[config.mk]
export PLATFORM = sky130hd
export DESIGN_NAME = json_string_unescape_to_utf8
export DESIGN_NICKNAME = d
export VERILOG_FILES = /design/src/rtl/jsu_pkg.sv /design/src/rtl/jsu_decode.sv /design/src/rtl/json_string_unescape_to_utf8.sv
export SDC_FILE = /design/constraint.sdc
export NUM_CORES = 1
export LEC_CHECK = 0
export BUFFER_PORTS_ARGS = -buffer_cell sky130_fd_sc_hd__buf_2
export CAP_MARGIN = 15
export CORE_MARGIN = 3
export CORE_UTILIZATION = 34
export DETAILED_ROUTE_END_ITERATION = 6
export PLACE_DENSITY = 0.55
export SYNTH_ARGS = -nofsm -noshare
export SYNTH_HDL_FRONTEND = slang
export SYNTH_SLANG_ARGS = --single-unit
[constraint.sdc]
create_clock -name clock -period 14.05 [get_ports clock]
set_input_delay 3.5125 -clock clock [delete_from_list [all_inputs] [get_ports clock]]
set_output_delay 3.5125 -clock clock [all_outputs]
set_load 0.005 [all_outputs]
[src/rtl/jsu_pkg.sv]
package jsu_pkg;

   localparam int unsigned RUN_MAX   = 6;
   localparam int unsigned RUN_CNT_W = 3;

   localparam logic [15:0] CAP_RESET = 16'd256;

   // parser modes
   localparam logic [2:0] MODE_QUOTE    = 3'd0;
   localparam logic [2:0] MODE_BODY     = 3'd1;
   localparam logic [2:0] MODE_ESC      = 3'd2;
   localparam logic [2:0] MODE_HEX      = 3'd3;
   localparam logic [2:0] MODE_HIGH     = 3'd4;
   localparam logic [2:0] MODE_HIGH_ESC = 3'd5;
   localparam logic [2:0] MODE_SKIP     = 3'd6;

   typedef struct packed {
      logic [2:0]  mode;
      logic [15:0] hex_accum;
      logic [2:0]  hex_count;
      logic        hex_bad;
      logic [15:0] pending_high;
      logic        pending_valid;
      logic [15:0] bytes_written;
      logic        token_bad;
   } state_type;

   typedef struct packed {
      logic [RUN_MAX-1:0][7:0] bytes;
      logic [RUN_CNT_W-1:0]    count;
      logic                    byte_valid;
      logic                    token_end;
      logic                    token_ok;
   } run_type;

endpackage

[src/rtl/jsu_decode.sv]
module jsu_decode (
   input  jsu_pkg::state_type st,
   input  logic [7:0]         in_byte,
   input  logic               token_last,
   input  logic [15:0]        capacity,
   output jsu_pkg::state_type nxt,
   output jsu_pkg::run_type   run,
   output logic               run_valid
);
   import jsu_pkg::*;

   localparam logic [7:0] CH_QUOTE = 8'h22;
   localparam logic [7:0] CH_BSL   = 8'h5C;
   localparam logic [7:0] CH_U     = 8'h75;

   logic [3:0]  hex_digit;
   logic        hex_ok;
   logic [15:0] acc_n;
   logic [2:0]  cnt_n;
   logic        bad_n;
   logic        acc_low;
   logic        acc_high;
   logic [7:0]  esc_byte;
   logic [20:0] joined_cp;

   state_type   nst;
   logic        proc;
   logic        do_body;
   logic        do_esc;
   logic        flush_a;
   logic        b_valid;
   logic        b_raw;
   logic [7:0]  b_byte;
   logic [20:0] b_cp;
   logic        new_pend;
   logic        bad_all;

   logic [3:0][7:0] enc_bytes;
   logic [2:0]      enc_len;
   logic [3:0][7:0] b_bytes;
   logic [2:0]      b_len;
   logic [2:0][7:0] a_bytes;
   logic [RUN_MAX-1:0][7:0] cand;
   logic [2:0]      k;
   logic [15:0]     avail;
   logic [2:0]      n;

   always_comb begin
      hex_ok    = 1'b1;
      hex_digit = 4'd0;
      if (in_byte >= 8'h30 && in_byte <= 8'h39) begin
         hex_digit = 4'(in_byte - 8'h30);
      end else if (in_byte >= 8'h61 && in_byte <= 8'h66) begin
         hex_digit = 4'(in_byte - 8'h57);
      end else if (in_byte >= 8'h41 && in_byte <= 8'h46) begin
         hex_digit = 4'(in_byte - 8'h37);
      end else begin
         hex_ok = 1'b0;
      end
   end

   assign bad_n    = st.hex_bad | ~hex_ok;
   assign acc_n    = hex_ok ? {st.hex_accum[11:0], hex_digit} : st.hex_accum;
   assign cnt_n    = st.hex_count + 3'd1;
   assign acc_low  = acc_n >= 16'hDC00 && acc_n <= 16'hDFFF;
   assign acc_high = acc_n >= 16'hD800 && acc_n <= 16'hDBFF;
   // surrogate pair: both offsets fit in ten bits
   assign joined_cp = 21'h10000 + {1'b0, st.pending_high[9:0], acc_n[9:0]};

   always_comb begin
      case (in_byte)
         8'h62:   esc_byte = 8'h08;
         8'h66:   esc_byte = 8'h0C;
         8'h6E:   esc_byte = 8'h0A;
         8'h72:   esc_byte = 8'h0D;
         8'h74:   esc_byte = 8'h09;
         default: esc_byte = in_byte;
      endcase
   end

   always_comb begin
      nst      = st;
      do_body  = 1'b0;
      do_esc   = 1'b0;
      flush_a  = 1'b0;
      b_valid  = 1'b0;
      b_raw    = 1'b0;
      b_byte   = in_byte;
      b_cp     = '0;
      new_pend = 1'b0;
      proc     = ~token_last ||
                 (st.mode >= MODE_BODY && st.mode <= MODE_HIGH_ESC && in_byte != CH_QUOTE);

      if (proc) begin
         unique case (st.mode)
            MODE_QUOTE: begin
               if (in_byte == CH_QUOTE) begin
                  nst.mode = MODE_BODY;
               end else begin
                  nst.token_bad = 1'b1;
                  nst.mode      = MODE_SKIP;
               end
            end
            MODE_BODY: do_body = 1'b1;
            MODE_ESC:  do_esc = 1'b1;
            MODE_HEX: begin
               nst.hex_accum = acc_n;
               nst.hex_count = cnt_n;
               nst.hex_bad   = bad_n;
               if (cnt_n >= 3'd4) begin
                  nst.mode = MODE_BODY;
                  if (st.pending_valid && !bad_n && acc_low) begin
                     b_valid           = 1'b1;
                     b_cp              = joined_cp;
                     nst.pending_valid = 1'b0;
                  end else begin
                     if (st.pending_valid) begin
                        flush_a           = 1'b1;
                        nst.pending_valid = 1'b0;
                     end
                     if (!bad_n) begin
                        if (acc_high) begin
                           nst.pending_high  = acc_n;
                           nst.pending_valid = 1'b1;
                           nst.mode          = MODE_HIGH;
                           new_pend          = 1'b1;
                        end else begin
                           b_valid = 1'b1;
                           b_cp    = {5'd0, acc_n};
                        end
                     end
                  end
               end
            end
            MODE_HIGH: begin
               if (in_byte == CH_BSL) begin
                  nst.mode = MODE_HIGH_ESC;
               end else begin
                  flush_a           = 1'b1;
                  nst.pending_valid = 1'b0;
                  do_body           = 1'b1;
               end
            end
            MODE_HIGH_ESC: begin
               // \u keeps the held surrogate, anything else releases it first
               if (in_byte != CH_U) begin
                  flush_a           = 1'b1;
                  nst.pending_valid = 1'b0;
               end
               do_esc = 1'b1;
            end
            default: ;
         endcase
      end

      if (do_body) begin
         if (in_byte == CH_BSL) begin
            nst.mode = MODE_ESC;
         end else begin
            b_valid  = 1'b1;
            b_raw    = 1'b1;
            b_byte   = in_byte;
            nst.mode = MODE_BODY;
         end
      end
      if (do_esc) begin
         if (in_byte == CH_U) begin
            nst.mode      = MODE_HEX;
            nst.hex_accum = '0;
            nst.hex_count = '0;
            nst.hex_bad   = 1'b0;
         end else begin
            b_valid  = 1'b1;
            b_raw    = 1'b1;
            b_byte   = esc_byte;
            nst.mode = MODE_BODY;
         end
      end

      bad_all = nst.token_bad | (st.mode == MODE_QUOTE);

      if (token_last) begin
         // a surrogate still held at the end goes out alone
         if (nst.mode <= MODE_HIGH_ESC && nst.pending_valid) begin
            if (new_pend) begin
               b_valid = 1'b1;
               b_cp    = {5'd0, nst.pending_high};
            end else begin
               flush_a = 1'b1;
            end
         end
         nst.mode          = MODE_QUOTE;
         nst.hex_accum     = '0;
         nst.hex_count     = '0;
         nst.hex_bad       = 1'b0;
         nst.pending_high  = '0;
         nst.pending_valid = 1'b0;
         nst.token_bad     = 1'b0;
      end
   end

   // utf-8 encoding of the second code point
   always_comb begin
      enc_bytes = '0;
      if (b_cp <= 21'h7F) begin
         enc_len      = 3'd1;
         enc_bytes[0] = b_cp[7:0];
      end else if (b_cp <= 21'h7FF) begin
         enc_len      = 3'd2;
         enc_bytes[0] = 8'hC0 | {3'd0, b_cp[10:6]};
         enc_bytes[1] = 8'h80 | {2'd0, b_cp[5:0]};
      end else if (b_cp <= 21'hFFFF) begin
         enc_len      = 3'd3;
         enc_bytes[0] = 8'hE0 | {4'd0, b_cp[15:12]};
         enc_bytes[1] = 8'h80 | {2'd0, b_cp[11:6]};
         enc_bytes[2] = 8'h80 | {2'd0, b_cp[5:0]};
      end else begin
         enc_len      = 3'd4;
         enc_bytes[0] = 8'hF0 | {5'd0, b_cp[20:18]};
         enc_bytes[1] = 8'h80 | {2'd0, b_cp[17:12]};
         enc_bytes[2] = 8'h80 | {2'd0, b_cp[11:6]};
         enc_bytes[3] = 8'h80 | {2'd0, b_cp[5:0]};
      end
   end

   // a held high surrogate always takes three bytes
   assign a_bytes[0] = 8'hE0 | {4'd0, st.pending_high[15:12]};
   assign a_bytes[1] = 8'h80 | {2'd0, st.pending_high[11:6]};
   assign a_bytes[2] = 8'h80 | {2'd0, st.pending_high[5:0]};

   always_comb begin
      if (b_raw) begin
         b_bytes    = '0;
         b_bytes[0] = b_byte;
         b_len      = b_valid ? 3'd1 : 3'd0;
      end else begin
         b_bytes = enc_bytes;
         b_len   = b_valid ? enc_len : 3'd0;
      end
      if (flush_a) begin
         cand[0] = a_bytes[0];
         cand[1] = a_bytes[1];
         cand[2] = a_bytes[2];
         cand[3] = b_bytes[0];
         cand[4] = b_bytes[1];
         cand[5] = b_bytes[2];
         k       = 3'd3 + b_len;
      end else begin
         cand[0] = b_bytes[0];
         cand[1] = b_bytes[1];
         cand[2] = b_bytes[2];
         cand[3] = b_bytes[3];
         cand[4] = 8'd0;
         cand[5] = 8'd0;
         k       = b_len;
      end
   end

   // room left in the buffer, one entry kept for the terminator
   assign avail = (capacity > st.bytes_written + 16'd1) ?
                  capacity - st.bytes_written - 16'd1 : 16'd0;
   assign n     = (avail < {13'd0, k}) ? avail[2:0] : k;

   always_comb begin
      nxt = nst;
      if (!token_last) begin
         nxt.bytes_written = st.bytes_written + {13'd0, n};
      end else begin
         nxt.bytes_written = '0;
      end
      run.bytes      = cand;
      run.byte_valid = n != 3'd0;
      run.count      = (token_last && n == 3'd0) ? 3'd1 : n;
      run.token_end  = token_last;
      run.token_ok   = token_last & ~bad_all & (capacity != 16'd0);
      run_valid      = run.count != 3'd0;
   end

endmodule

[src/rtl/json_string_unescape_to_utf8.sv]
// channel  direction  handshake             payload
// req      in         req_valid/req_stall   req_in_byte, req_token_last
// rsp      out        rsp_valid/rsp_stall   rsp_out_byte, rsp_byte_valid, rsp_run_last,
//                                           rsp_token_end, rsp_token_ok
// csr      in         csr_valid/csr_ready   csr_output_capacity
//
// one input word is decoded in the cycle it is taken; its 0 to 6 result words
// go out from a run register at one word per cycle while rsp is not stalled.
// the next input word is taken in the cycle the last result of the run leaves.
// reset is synchronous; it sets the parser to wait for an opening quote and
// the capacity to 256. a stalled rsp word holds, and req is stalled while a
// run is held, until its last word leaves.
module json_string_unescape_to_utf8 (
   input  logic        clock,
   input  logic        reset,
   input  logic        req_valid,
   output logic        req_stall,
   input  logic [7:0]  req_in_byte,
   input  logic        req_token_last,
   output logic        rsp_valid,
   input  logic        rsp_stall,
   output logic [7:0]  rsp_out_byte,
   output logic        rsp_byte_valid,
   output logic        rsp_run_last,
   output logic        rsp_token_end,
   output logic        rsp_token_ok,
   input  logic        csr_valid,
   output logic        csr_ready,
   input  logic [15:0] csr_output_capacity
);
   import jsu_pkg::*;

   logic [15:0]          cap_ff, cap_in;
   state_type            st_ff, st_in;
   run_type              run_ff, run_in;
   logic                 run_valid_ff, run_valid_in;
   logic [RUN_CNT_W-1:0] idx_ff, idx_in;

   state_type            dec_st;
   run_type              dec_run;
   logic                 dec_run_valid;

   logic                 req_fire;
   logic                 rsp_fire;
   logic                 last_idx;
   logic                 drain;

   jsu_decode u_decode (
      .st         (st_ff),
      .in_byte    (req_in_byte),
      .token_last (req_token_last),
      .capacity   (cap_ff),
      .nxt        (dec_st),
      .run        (dec_run),
      .run_valid  (dec_run_valid)
   );

   assign csr_ready = 1'b1;
   assign cap_in    = csr_valid ? csr_output_capacity : cap_ff;

   assign last_idx  = idx_ff == run_ff.count - 3'd1;
   assign rsp_fire  = run_valid_ff & ~rsp_stall;
   assign drain     = rsp_fire & last_idx;
   assign req_stall = run_valid_ff & ~drain;
   assign req_fire  = req_valid & ~req_stall;

   assign rsp_valid      = run_valid_ff;
   assign rsp_out_byte   = run_ff.byte_valid ? run_ff.bytes[idx_ff] : 8'd0;
   assign rsp_byte_valid = run_ff.byte_valid;
   assign rsp_run_last   = last_idx;
   assign rsp_token_end  = run_ff.token_end & last_idx;
   assign rsp_token_ok   = run_ff.token_ok & last_idx;

   always_comb begin
      st_in        = st_ff;
      run_in       = run_ff;
      run_valid_in = run_valid_ff;
      idx_in       = idx_ff;
      if (req_fire) begin
         st_in        = dec_st;
         run_in       = dec_run;
         run_valid_in = dec_run_valid;
         idx_in       = '0;
      end else if (rsp_fire) begin
         if (last_idx) begin
            run_valid_in = 1'b0;
         end
         idx_in = idx_ff + 3'd1;
      end
   end

   always_ff @(posedge clock) begin
      if (reset) begin
         cap_ff       <= CAP_RESET;
         st_ff        <= '{mode: MODE_QUOTE, default: '0};
         run_valid_ff <= 1'b0;
         idx_ff       <= '0;
      end else begin
         cap_ff       <= cap_in;
         st_ff        <= st_in;
         run_valid_ff <= run_valid_in;
         idx_ff       <= idx_in;
      end
   end

   // run payload needs no reset
   always_ff @(posedge clock) begin
      run_ff <= run_in;
   end

endmodule
# Word level (Yosys, flattened, before mapping)
# Cells that the tools add are included.
op_classes:
  mux: 107
  eq_ne: 16
  reduce_logical: 23
  add_sub_neg: 12
  bitwise: 16
  magnitude_cmp: 20
ops:
  columns: ["op", "count"]
  rows:
  - ["$mux W21", 8]
  - ["$mux W16", 7]
  - ["$mux W40", 2]
  - ["$mux W32", 2]
  - ["$eq A8 B7 Y1 const B", 7]
  - ["$mux W17", 3]
  - ["$mux W1", 48]
  - ["$mux W8", 6]
  - ["$mux W3", 15]
  - ["$pmux W8 S5", 1]
  - ["$mux W36", 1]
  - ["$ge A16 B16 Y1 const B", 2]
  - ["$le A16 B16 Y1 const B", 2]
  - ["$bmux W8 S3", 1]
  - ["$mux W24", 1]
  - ["$mux W23", 1]
  - ["$mux W22", 1]
  - ["$add A17 B20 Y21 const A", 1]
  - ["$le A21 B11 Y1 const B", 1]
  - ["$le A21 B16 Y1 const B", 1]
  - ["$le A21 B7 Y1 const B", 1]
  - ["$mux W20", 1]
  - ["$add A16 B1 Y16 const B", 1]
  - ["$add A16 B3 Y16", 1]
  - ["41 further kinds", 79]
word_totals:
  word_cells: 218
  out_inout_bits: 15
  in_bits: 30
  ff_bits: 131

# Depth between registers and ports, before layout
depth:
  ltp_word: 35
  depth_mapped: 31

# By module
# Synthesis repeated with hierarchy kept, for this count alone.
hier_totals:
  cells_unflattened: 1181
  area_unflattened_um2: 10148.5
by_module_without_submodules:
  columns: ["module", "n_inst", "cells_per_inst", "area_each_um2"]
  rows:
  - ["json_string_unescape_to_utf8", 1, 433, 5424.0]
  - ["jsu_decode", 1, 748, 4724.5]

# Worst setup path after synthesis
# No wires, ideal clock.
synth_timing:
  path_kind: "input -> register"
  start: "input req_in_byte[4]"
  end: "register st_ff[15] in the netlist's numbering"
  slack_ns: 4.751
  stages: 27
  n_path_buf: 1
  arrival_time_ns: 9.229
  t_required_ns: 13.980
  path_cell_list: "or3b_4 a2111oi_4 nor2_2 or4_1 nand2_1 nor3_1 or2_2 ha_1 nor2_1 nor2_1 ha_1 a2111oi_0 nand4_1 or4_1 nor3_1 nand3_1 o22ai_1 o31a_1 buf_6 mux2i_1 ha_1 fa_1 a21oi_1 nor3_1 nand2_1 or3_1 a21oi_1"
synth_between:
  elab_chain_cells: 32
  elab_cells_between_ends: 116
  classes_between: "add/sub: 3; order compare: 15; eq/ne: 5; mux: 80; bitwise: 2; reduce/logical: 11"
synth_rtl:
  columns: ["element", "line", "rtl"]
  rows:
  - ["from (decl)", "json_string_unescape_to_utf8.sv:18", "input logic [7:0] req_in_byte,"]
  - ["$ge A8 B7 Y1 / $le A8 B7 Y1 (equally long branches)", "jsu_decode.sv:55", "end else if (in_byte >= 8'h41 && in_byte <= 8'h46) begin"]
  - ["$logic_and A1 B1 Y1", "jsu_decode.sv:55", null]
  - ["$mux W4 / $mux W1 (equally long branches)", "jsu_decode.sv:55", null]
  - ["$mux W4 / $mux W1 (equally long branches)", "jsu_decode.sv:53", "end else if (in_byte >= 8'h61 && in_byte <= 8'h66) begin"]
  - ["$mux W4 / $mux W1 (equally long branches)", "jsu_decode.sv:51", "if (in_byte >= 8'h30 && in_byte <= 8'h39) begin"]
  - ["$mux W16 / $not A1 Y1 (equally long branches)", "jsu_decode.sv:63, jsu_decode.sv:62", null]
  - ["$ge A16 B16 Y1 (tied with other cells)", "jsu_decode.sv:66", "assign acc_high = acc_n >= 16'hD800 && acc_n <= 16'hDBFF;"]
  - ["$logic_and A1 B1 Y1 / $logic_not A1 Y1 (equally long branches)", "jsu_decode.sv:66, jsu_decode.sv:112", null]
  - ["(+16 left out)", null, null]
  - ["$mux W3", "jsu_decode.sv:238", "b_len = b_valid ? enc_len : 3'd0;"]
  - ["$mux W3", "jsu_decode.sv:232", "if (b_raw) begin"]
  - ["$add A2 B3 Y3", "jsu_decode.sv:247", "k = 3'd3 + b_len;"]
  - ["$mux W3 (*)", "jsu_decode.sv:240", "if (flush_a) begin"]
  - ["$lt A16 B3 Y1", "jsu_decode.sv:262", "assign n = (avail < {13'd0, k}) ? avail[2:0] : k;"]
  - ["$mux W3 (*)", "jsu_decode.sv:262", null]
  - ["$add A16 B3 Y16 (*)", "jsu_decode.sv:267", "nxt.bytes_written = st.bytes_written + {13'd0, n};"]
  - ["$mux W16 (*)", "jsu_decode.sv:266", "if (!token_last) begin"]
  - ["to (signal assigned)", "json_string_unescape_to_utf8.sv:100", "st_ff <= st_in;"]
  - ["to (decl)", "json_string_unescape_to_utf8.sv:34", "state_type st_ff, st_in;"]
# Mark *: on every way between the ends. The rest lies on a longest branch, timed or not.
# A chain may end at the register's enable or synchronous reset.

# Worst setup path after layout
layout_timing:
  start: "input req_in_byte[0]"
  end: "register st_ff[13] in the netlist's numbering"
# The elaborated chain is that of the path after synthesis.

==> impl_table.tex <==
\begin{tabular}{lr}
\hline
Metric & Value \\
\hline
\multicolumn{2}{l}{\textbf{Clock tree}} \\
Number of sinks driven by the clock tree & 125 \\
CTS resizes & 0 \\
Post-CTS setup repair buffer count & 0 \\
TritonCTS buffer count & 17 \\
TritonCTS clock tree & yes \\
Clk pin slew, worst setup/hold paths & 0.07 ns \\
Max clock buf depth & 2 \\
CTS HTree Levels & 4 \\
Root buffer selected by CTS & clkbuf\_16 \\
Clk Latency, worst-skew pair & 0.43 ns \\
Total of hold buffers inserted after clock tree synthesis & 0 \\
\multicolumn{2}{l}{\textbf{Setup path}} \\
Start point of the critical path & req\_in\_byte[0] \\
Highest cell delay on the worst timing path & 0.69 ns \\
Reg2Reg Launch Point & st\_ff[8]\$\_SDFFE\_PP0P\_ \\
Capturing point of the worst reg2reg path & st\_ff[13]\$\_SDFFE\_PP0P\_ \\
Crit path kind & in -> reg \\
Critical-path top delay cell & nor2\_1 \\
Crit. End Element & register \\
Startpoint type of the worst setup path & primary input \\
Worst Path Required & about 14 ns \\
Cell type group with the largest total delay on the critical path & simple AND/OR/NAND/NOR gates \\
Critical path fanouts, max & 24 \\
Number of buffer and inverter stages on the critical path & 3 \\
Crit-path most repeated cell & ha\_1 \\
Arrival @ worst endpoint & 10.50 ns \\
Reg2reg path depth & 28 \\
Worst Setup EP & st\_ff[13]\$\_SDFFE\_PP0P\_ \\
Number of cells on the critical path & 29 \\
Register-to-register setup slack & 6.45 ns \\
\multicolumn{2}{l}{\textbf{Floorplanning}} \\
Die footprint & about 0.027 sq mm \\
Std cell rows & 57 \\
Die X & $\sim$160 um \\
Initial cell density of the core & 34.8\% \\
Area of the core region & 0.0245 sq mm \\
I/O pins & 45 \\
Vertical die dimension & 165 um \\
\multicolumn{2}{l}{\textbf{Global route}} \\
Antenna violations before repair & 0 \\
Global route total overflow & 0 \\
GRT met1 Usage & about 29\% \\
Via count of the first global-routing pass & 7123 \\
GR Util met2 & approximately a quarter \\
Overall Global Routing Usage & a little under a fifth \\
Global-route wire length before repair & about 40000 um \\
GRT Max-Usage Layer & met1 \\
Met3 Use GR & around 3.7\% \\
Maximum number of pins on one net before global-route repair & 66 \\
\multicolumn{2}{l}{\textbf{STA}} \\
Highest achievable clock rate & between 90 and 100 MHz \\
RSZ-0062 raised after global routing & false \\
Headroom to the max-slew limit & 33.3\% \\
Number of endpoints failing setup at the final stage & 0 \\
Ratio of final minimum period to clock period & between 70\% and 80\% \\
Minimum clock period & 10.15 ns \\
Skew final & 0.0134 ns \\
Post-Route Setup TNS & 0 ns \\
Fin Hold WS & 0.465 ns \\
Min setup slack post-route & around 3.9 ns \\
Number of pins exceeding their max-slew limit in the final report & 0 \\
Worst Max-Slew Pin Slew & around 0.99 ns \\
Final Hold Viols & 0 \\
\multicolumn{2}{l}{\textbf{Synthesis}} \\
Sequential share of the synthesized area & around a third \\
Synthesized instance count & 1006 \\
Most repeated cell in the gate-level netlist after synthesis & nor2\_1 \\
Share of Yosys cell area claimed by the top area cell type & $\sim$18\% \\
Largest cells by area after synthesis & dfxtp\_1, edfxtp\_1, ha\_1 \\
Count of distinct cell types in the synthesized netlist & 80 \\
Ys flop type & dfxtp\_1 \\
Syn nets & about 1100 \\
EDFF count, synth & 50 \\
Proportion of register bits with asynchronous set or reset after synthesis & 0\% \\
Register bit total from synthesis & $\sim$130 \\
Count of yosys warnings during synthesis & 0 \\
Cell type contributing the most total cell area after synthesis & dfxtp\_1 \\
Synth cell count leaders & nor2\_1, nand2\_1, dfxtp\_1 \\
Post-synthesis area per instance & 8.49 sq um \\
Synthesized area & 0.00854 sq mm \\
\multicolumn{2}{l}{\textbf{Route}} \\
Via count & about 7700 \\
Routed wire length & about 25000 um \\
Routed length per placed instance & roughly 18 um \\
Remaining antenna violation count after routing & 0 \\
Number of detailed-routing iterations run before antenna repair & 6 \\
Initial DRC Count & approximately 720 \\
Drt drc & 0 \\
Vias per std cell & 5.60 \\
\multicolumn{2}{l}{\textbf{Power and ir drop}} \\
Highest ir drop seen on vdd & 52.9 uV \\
Pwr/cell area & around 110 mW/mm\^{}2 \\
Leakage Power & 3.50 nW \\
\multicolumn{2}{l}{\textbf{Finish}} \\
Antenna Diode Count & 0 \\
Final core area utilization & 39.4\% \\
Final Net Count & 1109 \\
Fraction of layout instances using a drive strength above 1 & 11.2\% \\
Total of fill cells in the finished design & 2562 \\
Area growth from synthesis to layout & 13.3\% \\
\multicolumn{2}{l}{\textbf{Placement}} \\
DP Worst Slack & 3.57 ns \\
Number of I/O port buffers & 43 \\
Placer congestion estimate & 0.906 \\
Half-perimeter wire length of the detailed placement result & 18800 um \\
\multicolumn{2}{l}{\textbf{Outcome}} \\
Status & finished, final reports clean \\
\multicolumn{2}{l}{\textbf{Worst hold path}} \\
Min-delay worst type & reg -> reg \\
Hold Path Origin & st\_ff[52]\$\_SDFFE\_PP0P\_ \\
\multicolumn{2}{l}{\textbf{Flow run}} \\
Number of max-cap violations & 0 \\
\hline
\end{tabular}
-- sequential cells by signal, summed over array words and instances, names as in the netlist --
name	flops
cap_ff	16
rsp_valid	1
idx_ff	3
run_ff	49
st_ff	55
rsp_byte_valid	1
-- power by group --
group	switching (W)	internal, W	total (W)
Combinational	0.000108	0.0000717	0.000180
Sequential	0.0000128	0.000403	0.000416
Clock	0.000187	0.000287	0.000474
Total	0.000308	0.000761	0.00107
-- routing by layer --
| metal | vias to the layer above | routed length (um) | share of wire [%] |
|---|---|---|---|
| met5 | - | 0 | 0 |
| met2 | 265 | 10400 | 41 |
| met1 | 3614 | 12900 | 51 |
| met4 | 0 | 354 | 1.4 |
| li1 | 3749 | - | - |
| met3 | 27 | 1520 | 6.0 |
-- worst register-to-register path, delay by kind of cell (launching register included) --
| family | cells | cell delay (ns) |
|---|---|---|
| fa+ha+maj | 4 | 0.86 |
| compound gates | 9 | 2.59 |
| buf+inv | 2 | 0.20 |
| simple gates | 11 | 2.97 |
| mux | 1 | 0.30 |
| xor+xnor | 1 | 0.15 |
| flops | 1 | 0.46 |
-- logic make-up (layout without fill, tap and decap cells) --
family	Yosys count	in the layout	share of synthesized area, %
flops	125	125	35.1
buf+inv	102	140	4.73
xor+xnor	40	40	4.10
fa+ha+maj	48	48	7.20
other cells	1	1	0.0439
simple gates	383	383	21.7
mux	52	52	7.19
compound gates	255	255	19.9
-- metrics by stage --
stage                     total power [W]  cell area, sq um  std cells
after global placement           0.000600              9050       1336
after detailed placement         0.000601              9050       1336
final                             0.00107              9680       1368
after CTS                         0.00108              9680       1368
after global routing              0.00112              9680       1368
after floorplan                  0.000548              8540       1006
-- cells in the final DEF, fill, tap and decap left out, types with 5 or more instances in the layout --
cell type and instances:
a211oi_1 8, a21o_1 11, a21oi_1 67, a22oi_1 10, a31oi_1 12, and2_1 13
and3_1 8, buf_2 43, buf_4 10, clkbuf_16 17, dfxtp_1 75, edfxtp_1 50
ha_1 46, inv_1 53, inv_8 5, mux2i_1 43, mux4_2 7, nand2_1 102
nand3_1 21, nand3b_1 5, nand4_1 11, nor2_1 122, nor2b_1 10, nor3_1 31
nor3b_1 7, nor4_1 12, o211ai_1 10, o21ai_0 49, o22ai_1 14, o31ai_1 14
o41ai_1 6, or2_2 6, or3_1 11, xnor2_1 33, xor2_1 7
-- final cells by class --
cell class | count | area, sq um | share of cell area (%)
Clock buffer | 17 | 425 | 4.40
Multi-Input combinational cell | 779 | 5150 | 53.2
Tap cell | 324 | 405 | 4.19
Clock inverter | 15 | 201 | 2.08
Inverter | 55 | 206 | 2.13
Sequential cell | 125 | 3000 | 31.0
Timing Repair Buffer | 53 | 290 | 3.00
-- worst min path at each step --
stage	slack, ns	cells past startpoint	endpoint
after floorplan	0.43	2	st_ff[33]$_SDFFE_PP0P_
after global placement	0.45	2	st_ff[52]$_SDFFE_PP0P_
after detailed placement	0.46	2	st_ff[52]$_SDFFE_PP0P_
after CTS	0.47	2	st_ff[52]$_SDFFE_PP0P_
after global routing	0.50	2	st_ff[52]$_SDFFE_PP0P_
final	0.46	2	st_ff[52]$_SDFFE_PP0P_
(Power assumes the default switching activity.)
